`config.mk`:
```
export PLATFORM = sky130hd
export DESIGN_NAME = path_whitelist_substring_filter
export DESIGN_NICKNAME = d
export VERILOG_FILES = /design/src/design/pwsf_pkg.sv /design/src/design/pwsf_regs.sv /design/src/design/pwsf_cell.sv /design/src/design/path_whitelist_substring_filter.sv
export SDC_FILE = /design/constraint.sdc
export NUM_CORES = 1
export LEC_CHECK = 0
export BUFFER_PORTS_ARGS = -buffer_cell sky130_fd_sc_hd__buf_2
export CORE_MARGIN = 5
export CORE_UTILIZATION = 58
export DETAILED_ROUTE_END_ITERATION = 12
export PLACE_DENSITY = 0.81
export SYNTH_ARGS = -nofsm -noshare
export SYNTH_HDL_FRONTEND = slang
export SYNTH_SLANG_ARGS = --single-unit
```
`constraint.sdc`:
```
create_clock -name clk -period 3.9 [get_ports clk]
set_input_delay 0.975 -clock clk [delete_from_list [all_inputs] [get_ports clk]]
set_output_delay 0.975 -clock clk [all_outputs]
set_load 0.05 [all_outputs]
```
`src/design/pwsf_pkg.sv`:
```
`default_nettype none
package pwsf_pkg;

	localparam int CFG_AW = 6;
	localparam int CFG_DW = 64;

	localparam logic [7:0] CH_NUL   = 8'h00;
	localparam logic [7:0] CH_SLASH = 8'h2F;
	localparam logic [7:0] CH_DOT   = 8'h2E;

	// fixed word "config", last character in low byte
	localparam logic [47:0] WORD_CFG     = 48'h636F_6E66_6967;
	localparam int          WORD_CFG_LEN = 6;

	localparam logic [63:0] RST_PAT_A     = 64'h0000_002F_686F_6D65;
	localparam logic [3:0]  RST_PAT_A_LEN = 4'd5;
	localparam logic [63:0] RST_PAT_B     = 64'h0000_2F77_656C_6C6F;
	localparam logic [3:0]  RST_PAT_B_LEN = 4'd6;
	localparam logic [1:0]  RST_IN_USE    = 2'd2;

	typedef enum logic [2:0] {
		REG_PAT_A     = 3'd0,
		REG_PAT_A_LEN = 3'd1,
		REG_PAT_B     = 3'd2,
		REG_PAT_B_LEN = 3'd3,
		REG_IN_USE    = 3'd4
	} reg_idx_t;

	typedef struct packed {
		logic [63:0] pattern_a;
		logic [3:0]  pattern_a_len;
		logic [63:0] pattern_b;
		logic [3:0]  pattern_b_len;
		logic [1:0]  patterns_in_use;
	} cfg_t;

	// per-position byte compare against both patterns and the fixed word
	typedef struct packed {
		logic a;
		logic b;
		logic w;
	} eq_t;

	function automatic eq_t byte_cmp(input logic [7:0] b_in, input logic [7:0] pa,
		input logic [7:0] pb, input logic [7:0] pw);
		eq_t r;
		r.a = (b_in == pa);
		r.b = (b_in == pb);
		r.w = (b_in == pw);
		return r;
	endfunction

	function automatic logic [7:0] word_byte(input int pos);
		return 8'(WORD_CFG >> (8 * pos));
	endfunction

endpackage
`default_nettype wire

```
`src/design/pwsf_regs.sv`:
```
`default_nettype none
module pwsf_regs (
	input  wire                          clk,
	input  wire                          arst_n,
	input  wire                          psel,
	input  wire                          penable,
	input  wire                          pwrite,
	input  wire [pwsf_pkg::CFG_AW-1:0]   paddr,
	input  wire [pwsf_pkg::CFG_DW-1:0]   pwdata,
	output logic [pwsf_pkg::CFG_DW-1:0]  prdata,
	output logic                         pready,
	output pwsf_pkg::cfg_t               cfg
);
	import pwsf_pkg::*;

	cfg_t     cfg_q;
	reg_idx_t idx;
	logic     wr_en;

	assign pready = 1'b1;
	assign idx    = reg_idx_t'(paddr[CFG_AW-1:3]);
	assign wr_en  = psel & penable & pwrite & pready;
	assign cfg    = cfg_q;

	always_ff @(posedge clk or negedge arst_n) begin
		if (!arst_n) begin
			cfg_q.pattern_a       <= RST_PAT_A;
			cfg_q.pattern_a_len   <= RST_PAT_A_LEN;
			cfg_q.pattern_b       <= RST_PAT_B;
			cfg_q.pattern_b_len   <= RST_PAT_B_LEN;
			cfg_q.patterns_in_use <= RST_IN_USE;
		end else if (wr_en) begin
			unique case (idx)
				REG_PAT_A:     cfg_q.pattern_a       <= pwdata;
				REG_PAT_A_LEN: cfg_q.pattern_a_len   <= pwdata[3:0];
				REG_PAT_B:     cfg_q.pattern_b       <= pwdata;
				REG_PAT_B_LEN: cfg_q.pattern_b_len   <= pwdata[3:0];
				REG_IN_USE:    cfg_q.patterns_in_use <= pwdata[1:0];
				default: ;
			endcase
		end
	end

	always_comb begin
		unique case (idx)
			REG_PAT_A:     prdata = cfg_q.pattern_a;
			REG_PAT_A_LEN: prdata = {60'd0, cfg_q.pattern_a_len};
			REG_PAT_B:     prdata = cfg_q.pattern_b;
			REG_PAT_B_LEN: prdata = {60'd0, cfg_q.pattern_b_len};
			REG_IN_USE:    prdata = {62'd0, cfg_q.patterns_in_use};
			default:       prdata = '0;
		endcase
	end

endmodule
`default_nettype wire

```
`src/design/pwsf_cell.sv`:
```
`default_nettype none
module pwsf_cell (
	input  wire          clk,
	input  wire          arst_n,
	input  wire          shift,
	input  wire          clr,
	input  wire  [7:0]   byte_in,
	input  wire  [7:0]   pat_a_byte,
	input  wire  [7:0]   pat_b_byte,
	input  wire  [7:0]   word_byte_in,
	output logic [7:0]   byte_q,
	output pwsf_pkg::eq_t eq
);
	import pwsf_pkg::*;

	// compare the byte entering this window position, then hold it for the next cell
	assign eq = byte_cmp(byte_in, pat_a_byte, pat_b_byte, word_byte_in);

	always_ff @(posedge clk or negedge arst_n) begin
		if (!arst_n) begin
			byte_q <= '0;
		end else if (clr) begin
			byte_q <= '0;
		end else if (shift) begin
			byte_q <= byte_in;
		end
	end

endmodule
`default_nettype wire

```
`src/design/path_whitelist_substring_filter.sv`:
```
`default_nettype none
// channel | handshake          | payload
// input   | in_valid, in_stall | ch
// output  | out_valid, out_stall| keep_path, whitelist_hit, config_seen
// config  | APB write/read     | pattern registers
//
// One byte per cycle if not stalled; each byte passes a row of byte cells that
// compare the window with both patterns and the word "config" in the same cycle.
// A NUL byte loads the single output register; its word appears in the next cycle.
// Input stalls only while a word sits in the output register and output stalls.
// arst_n clears the per-path state and the output valid, and loads reset patterns.
module path_whitelist_substring_filter #(
	parameter int MAX_PATTERN_BYTES = 8
) (
	input  wire                          clk,
	input  wire                          arst_n,
	input  wire                          in_valid,
	output logic                         in_stall,
	input  wire  [7:0]                   ch,
	output logic                         out_valid,
	input  wire                          out_stall,
	output logic                         keep_path,
	output logic                         whitelist_hit,
	output logic                         config_seen,
	input  wire                          psel,
	input  wire                          penable,
	input  wire                          pwrite,
	input  wire  [pwsf_pkg::CFG_AW-1:0]  paddr,
	input  wire  [pwsf_pkg::CFG_DW-1:0]  pwdata,
	output logic [pwsf_pkg::CFG_DW-1:0]  prdata,
	output logic                         pready
);
	import pwsf_pkg::*;

	localparam int MAXB = MAX_PATTERN_BYTES;
	localparam int CW   = $clog2(MAXB + 1);

	cfg_t cfg;

	logic [7:0]      win [MAXB];
	eq_t             eq_w [MAXB];
	logic [MAXB-1:0] eq_a, eq_b, eq_c, mask_a, mask_b, mask_c;

	logic          accept, shift, clr;
	logic [CW-1:0] count_q, valid_n, len_a, len_b;
	logic          hit_q, bad_q, fns_q;
	logic          use_a, use_b, match_a, match_b, match_w;
	logic          hit_fin, single, keep_n;
	logic          out_valid_q, keep_q, hit_o_q, cfg_o_q;

	pwsf_regs u_regs (
		.clk     (clk),
		.arst_n  (arst_n),
		.psel    (psel),
		.penable (penable),
		.pwrite  (pwrite),
		.paddr   (paddr),
		.pwdata  (pwdata),
		.prdata  (prdata),
		.pready  (pready),
		.cfg     (cfg)
	);

	assign in_stall = out_valid_q & out_stall;
	assign accept   = in_valid & ~in_stall;
	assign shift    = accept & (ch != CH_NUL);
	assign clr      = accept & (ch == CH_NUL);

	assign win[0] = ch;

	genvar j;
	generate
		for (j = 0; j < MAXB - 1; j++) begin : g_cell
			pwsf_cell u_cell (
				.clk          (clk),
				.arst_n       (arst_n),
				.shift        (shift),
				.clr          (clr),
				.byte_in      (win[j]),
				.pat_a_byte   (cfg.pattern_a[8*j +: 8]),
				.pat_b_byte   (cfg.pattern_b[8*j +: 8]),
				.word_byte_in (word_byte(j)),
				.byte_q       (win[j+1]),
				.eq           (eq_w[j])
			);
		end
	endgenerate

	// oldest window position has no cell after it
	assign eq_w[MAXB-1] = byte_cmp(win[MAXB-1], cfg.pattern_a[8*(MAXB-1) +: 8],
		cfg.pattern_b[8*(MAXB-1) +: 8], word_byte(MAXB-1));

	assign len_a = (cfg.pattern_a_len > 4'(MAXB)) ? CW'(MAXB) : CW'(cfg.pattern_a_len);
	assign len_b = (cfg.pattern_b_len > 4'(MAXB)) ? CW'(MAXB) : CW'(cfg.pattern_b_len);
	assign use_a = (cfg.patterns_in_use != 2'd0);
	assign use_b = cfg.patterns_in_use[1];

	assign valid_n = (count_q == CW'(MAXB)) ? CW'(MAXB) : CW'(count_q + 1'b1);

	always_comb begin
		for (int k = 0; k < MAXB; k++) begin
			eq_a[k]   = eq_w[k].a;
			eq_b[k]   = eq_w[k].b;
			eq_c[k]   = eq_w[k].w;
			mask_a[k] = (CW'(k) < len_a);
			mask_b[k] = (CW'(k) < len_b);
			mask_c[k] = (k < WORD_CFG_LEN);
		end
	end

	assign match_a = (len_a == '0) || ((valid_n >= len_a) && (&(eq_a | ~mask_a)));
	assign match_b = (len_b == '0) || ((valid_n >= len_b) && (&(eq_b | ~mask_b)));
	assign match_w = (valid_n >= CW'(WORD_CFG_LEN)) && (&(eq_c | ~mask_c));

	always_ff @(posedge clk or negedge arst_n) begin
		if (!arst_n) begin
			count_q <= '0;
			hit_q   <= 1'b0;
			bad_q   <= 1'b0;
			fns_q   <= 1'b0;
		end else if (clr) begin
			count_q <= '0;
			hit_q   <= 1'b0;
			bad_q   <= 1'b0;
			fns_q   <= 1'b0;
		end else if (shift) begin
			count_q <= valid_n;
			if (count_q == '0 && ch != CH_SLASH) fns_q <= 1'b1;
			if ((use_a && match_a) || (use_b && match_b)) hit_q <= 1'b1;
			if (match_w) bad_q <= 1'b1;
		end
	end

	// zero-length active pattern matches even an empty path
	assign hit_fin = hit_q | (use_a & (len_a == '0)) | (use_b & (len_b == '0));
	assign single  = (count_q == CW'(1)) && (win[1] == CH_DOT || win[1] == CH_SLASH);
	assign keep_n  = (hit_fin | fns_q | (count_q == '0)) & ~bad_q & ~single;

	always_ff @(posedge clk or negedge arst_n) begin
		if (!arst_n) begin
			out_valid_q <= 1'b0;
		end else if (clr) begin
			out_valid_q <= 1'b1;
		end else if (!out_stall) begin
			out_valid_q <= 1'b0;
		end
	end

	always_ff @(posedge clk) begin
		if (clr) begin
			keep_q  <= keep_n;
			hit_o_q <= hit_fin;
			cfg_o_q <= bad_q;
		end
	end

	assign out_valid     = out_valid_q;
	assign keep_path     = keep_q;
	assign whitelist_hit = hit_o_q;
	assign config_seen   = cfg_o_q;

`ifndef SYNTH
	a_count_sat: assert property (@(posedge clk) disable iff (!arst_n)
		count_q <= CW'(MAXB))
		else $error("byte count beyond window size");

	a_nul_clears: assert property (@(posedge clk) disable iff (!arst_n)
		clr |=> (count_q == '0) && !hit_q && !bad_q && !fns_q)
		else $error("per-path state not cleared after end of path");

	a_nul_word: assert property (@(posedge clk) disable iff (!arst_n)
		clr |=> out_valid)
		else $error("end of path gave no output word");

	a_cfg_rejects: assert property (@(posedge clk) disable iff (!arst_n)
		out_valid |-> !(keep_path && config_seen))
		else $error("path kept although config occurred");

	a_no_word_lost: assert property (@(posedge clk) disable iff (!arst_n)
		(out_valid && out_stall) |-> !accept)
		else $error("input taken while output word is blocked");
`endif

endmodule
`default_nettype wire
```
# --- After elaboration in Yosys (flattened, before gate mapping) ---
# Cells that the tools add are included.
word_totals:
  regBits: 205
  out_inout_bits: 70
classes:
  add_sub_neg: 1
  n_reduce_logical: 33
  n_lt_le_gt_ge: 21
  bitwise_logic: 21
  eq_ne: 32
  n_mux: 31
ops:
  columns: ["operator", "n"]
  rows:
  - ["$pmux W64 S5", 1]
  - ["$eq A8 B8 Y1", 16]
  - ["$mux W8", 14]
  - ["$eq A8 B7 Y1 const B", 6]
  - ["$lt A3 B4 Y1 const A", 8]
  - ["$mux W4", 5]
  - ["$eq A8 B6 Y1 const B", 2]
  - ["$lt A1 B4 Y1 const A", 4]
  - ["$lt A2 B4 Y1 const A", 4]
  - ["$not A8 Y8", 2]
  - ["$or A8 B8 Y8", 2]
  - ["$reduce_and A2 Y1", 8]
  - ["$reduce_and A8 Y1", 2]
  - ["$logic_not A4 Y1", 3]
  - ["$mux W1", 11]
  - ["$and A1 B1 Y1", 10]
  - ["$reduce_bool A2 Y1", 5]
  - ["$ge A4 B4 Y1", 2]
  - ["$gt A4 B4 Y1 const B", 2]
  - ["$logic_not A8 Y1", 1]
  - ["$ne A8 B6 Y1 const B", 1]
  - ["$reduce_bool A8 Y1", 1]
  - ["$logic_and A1 B1 Y1", 7]
  - ["$eq A3 B2 Y1 const B", 2]
  - ["other kinds (12)", 20]

# --- Logic depth before layout (Yosys ltp) ---
logic_depth:
  word_depth: 13
  depth_mapped: 12

# --- Hierarchy ---
# A second synthesis with hierarchy kept.
hier_totals:
  hier_cells: 941
  area_unflattened_um2: 11449.7
by_module_without_submodules:
  columns: ["module", "area_per_inst_um2", "cells_each", "n_inst"]
  rows:
  - ["pwsf_regs", 6204.7, 387, 1]
  - ["pwsf_cell", 580.6, 59, 7]
  - ["path_whitelist_substring_filter", 1181.1, 141, 1]

# --- Worst setup path after synthesis ---
# OpenSTA, ideal clock, no wires.
synth_timing:
  path_type: "in2out"
  start: "input paddr[3] (netlist name)"
  end: "output prdata[10] (netlist name)"
  stages: 4
  slack_ns: 0.478
  path_buffers: 2
  arrival_ns: 2.447
  required_time_ns: 2.925
  path_cell_list: "clkbuf_1 nor3b_1 clkbuf_1 a22o_1"
synth_via:
  elab_chain_cells: 2
synth_lines:
  columns: ["item", "line", "text"]
  rows:
  - ["from (decl)", "path_whitelist_substring_filter.sv:28", "input wire [pwsf_pkg::CFG_AW-1:0] paddr,"]
  - ["$eq A3 B3 Y1 (tied with other cells)", "pwsf_regs.sv:45", "unique case (idx)"]
  - ["$pmux W64 S5 *", "pwsf_regs.sv:45", null]
  - ["to (decl)", "path_whitelist_substring_filter.sv:30", "output logic [pwsf_pkg::CFG_DW-1:0] prdata,"]
# Mark *: on every way between the ends. The rest lies on a longest branch, timed or not.

# --- Worst setup path in the final report ---
layout_timing:
  start: "input paddr[4] (netlist name)"
  end: "output prdata[28] (netlist name)"
# Same word-level chain as after synthesis.

==> impl_metrics.env <==
export IMPL_cts_setup_buffers=0
export IMPL_grt_overflow=0
export IMPL_avgSynthCellArea_um2=11.3
export IMPL_post_drt_wl_per_cell_um=20.4
export IMPL_grt_max_degree=103
export IMPL_port_buffer_count=150
export IMPL_cts_resized=0
export IMPL_io_pins=155
export IMPL_via_per_inst=6.04
export IMPL_cts_tree="done"
export IMPL_antenna_found_initial=0
export IMPL_place_congestion=0.928
export IMPL_synth_top_family_by_area="multiplexers"
export IMPL_ff2ff_setup_slack_ns=0.61
export IMPL_final_max_slew_viol_count=0
export IMPL_cts_hold_buf=0
export IMPL_grt_setup_unrepaired="false"
export IMPL_critPathKind="primary input to output port"
export IMPL_synth_warning_count=0
export IMPL_crit_required_ns=2.92
export IMPL_drt_iter0_drc=676
export IMPL_synth_seq_cells=205
export IMPL_finalCritPeriodShare_pct=85.6
export IMPL_nets=1171
export IMPL_cts_root_buf="clkbuf_16"
export IMPL_drt_total_wl_mm=27.0
export IMPL_drtPass1Iterations=5
export IMPL_cp_max_fo=61
export IMPL_diodes=0
export IMPL_core_region_area_um2=18000
export IMPL_utilization_pct=68.5
export IMPL_final_common_cell="buf_2"
export IMPL_fmax_mhz=300
export IMPL_skew_ns=0.0149
export IMPL_drc_errors=0
export IMPL_syn_to_final_growth_pct=16.5
export IMPL_hp_class="flop to flop"
export IMPL_whs_ns=0.490
export IMPL_netlist_instances=936
export IMPL_cts_max_path_buffers=3
export IMPL_critical_path_arrival_ns=2.36
export IMPL_period_minus_slack_ns=3.34
export IMPL_place_ws_ns=0.579
export IMPL_grt_pass1_vias=8313
export IMPL_yosys_area_share_simple_pct=11.0
export IMPL_via_count=7970
export IMPL_final_hold_viol_count=0
export IMPL_synth_xor_area_share_pct=10.7
export IMPL_yosys_area_share_adder_pct=1.42
export IMPL_die_h_um=145
export IMPL_status="complete, no violations"
export IMPL_fp_dieW_um=145
export IMPL_p_leak_nw=5.62
export IMPL_synthFlopType="dfrtp_1"
export IMPL_peakVddDrop_v=0.000345
export IMPL_layout_setup_ws_ns=0.562
export IMPL_drive_gt1_share_pct=36.5
export IMPL_clock_sinks=205
export IMPL_synth_edf_count=3
export IMPL_grt_pass1_wl_mm=44.1
export IMPL_die_area_um2=21000
export IMPL_syn_area_um2=10600
export IMPL_final_cells=1319
export IMPL_track_usage_pct=25.1
export IMPL_worstMarginPinSlew_ns=0.909
export IMPL_dp_hpwl_mm=18.3
export IMPL_async_flop_share_pct=98.5
export IMPL_clk_pin_slew_ns=0.06
export IMPL_rows=49
export IMPL_initial_core_util_pct=58.8
export IMPL_ant_nets=0
export IMPL_p_per_area_nw_per_um2=547
export IMPL_synth_compound_area_share_pct=9.96
export IMPL_synthDistinctLibCells=57
export IMPL_syn_nets=1033
export IMPL_relSlewSlack_pct=39.3
export IMPL_yosysSeqAreaShare_pct=49.4
export IMPL_setup_viol=0
export IMPL_synthMuxAreaShare_pct=15.2
export IMPL_final_cell_mix="149 x buf_2, 145 x dfrtp_1, 136 x nand2_1, 131 x mux2_2, 72 x xor2_1"
export IMPL_clk_latency_ns=0.50
export IMPL_cp_end_kind="output port"
export IMPL_dp_cells=1279
export IMPL_startpoint_type="primary input"
export IMPL_cts_buffers=22
export IMPL_cap_violations=0
export IMPL_tns_ns=0
export IMPL_htreeDepth=1
## layout make-up
| type | instances | area (µm²) |
|---|---|---|
| Timing Repair Buffer | 163 | 907 |
| Fill cell | 1356 | 5650 |
| Inverter | 8 | 30.0 |
| Sequential cell | 205 | 5220 |
| Tap cell | 229 | 287 |
| Clock inverter | 5 | 50.0 |
| Multi-Input combinational cell | 674 | 5130 |
| Clock buffer | 35 | 691 |
## critical path, cell delays in order
cell	delay, ns
buf_2	0.25
nor3b_2	0.29
buf_12	0.33
a22o_1	0.21
buf_2	0.27
## stage by stage
stage	power, mW	instance area, µm²
floorplan	4.13	10600
global placement	4.57	11600
detailed placement	4.63	11600
CTS	6.77	12300
global route	7.08	12300
finish	6.74	12300
## cells by family after synthesis
kind of cell | after synthesis
simple gates | 240
flops | 205
compound gates | 151
mux | 141
xor+xnor | 129
buf+inv | 57
fa+ha+maj | 12
other cells | 1
## sequential cells by signal (all words and copies together), names as in the netlist
register,cells
config_seen,1
bad_q,1
whitelist_hit,1
keep_path,1
out_valid,1
fns_q,1
u_regs.cfg,138
hit_q,1
count_q,4
g_cell.u_cell.byte_q,56
## cell usage after synthesis, drive strengths merged (2+ instances only)
library cell	n	share of area, %
nor3b	3	0.21
a2111oi	2	0.17
buf	15	0.86
nor2b	6	0.36
nand2	137	4.9
nand3b	2	0.14
mux4	2	0.43
mux2	138	15
or4	5	0.36
nor4b	2	0.17
inv	8	0.28
clkbuf	34	1.2
edfxtp	3	0.85
nand3	5	0.24
nor4	23	1.4
or3	2	0.13
ha	12	1.4
o21ai	58	2.7
xor2	72	6.0
a21o	2	0.14
a21oi	8	0.38
dfrtp	145	34
nor2	16	0.57
a22oi	5	0.36
xnor2	57	4.7
nand4	23	1.4
o22ai	3	0.18
nor4bb	2	0.19
a22o	61	5.1
nand2b	3	0.18
dfstp	57	14
nor3	6	0.39
a211o	2	0.17
## power by group
group	leakage [nW]	switching [mW]	total [mW]	internal, mW
Sequential	2.47	0.481	3.09	2.60
Clock	0.369	0.830	2.11	1.28
Combinational	2.78	0.818	1.55	0.730
Total	5.62	2.13	6.74	4.61
## routing by layer
| layer | track usage (%) | vias to the layer above | wire [µm] |
|---|---|---|---|
| li1 | - | 3613 | - |
| met1 | 35.3 | 4035 | 11600 |
| met2 | 41.8 | 279 | 13300 |
| met3 | 3.52 | 43 | 1590 |
| met4 | 5.56 | 0 | 459 |
| met5 | 0 | - | 0 |
## path summary, 6_finish.rpt
kind                                        start                          to  cells past startpoint
setup / recovery                         paddr[4]                  prdata[28]                      5
hold / removal                  bad_q$_DFFE_PN0P_       config_seen$_DFFE_PP_                      0
setup reg to reg           count_q[0]$_DFFE_PN0P_           hit_q$_DFFE_PN0P_                     12
hold reg to reg                 bad_q$_DFFE_PN0P_       config_seen$_DFFE_PP_                      0
max in group asynchronous                  arst_n  u_regs.cfg[32]$_DFFE_PN1P_                      2
min in group asynchronous                  arst_n  u_regs.cfg[41]$_DFFE_PN0P_                      1
No activity file was read; power rests on OpenSTA's default activity.
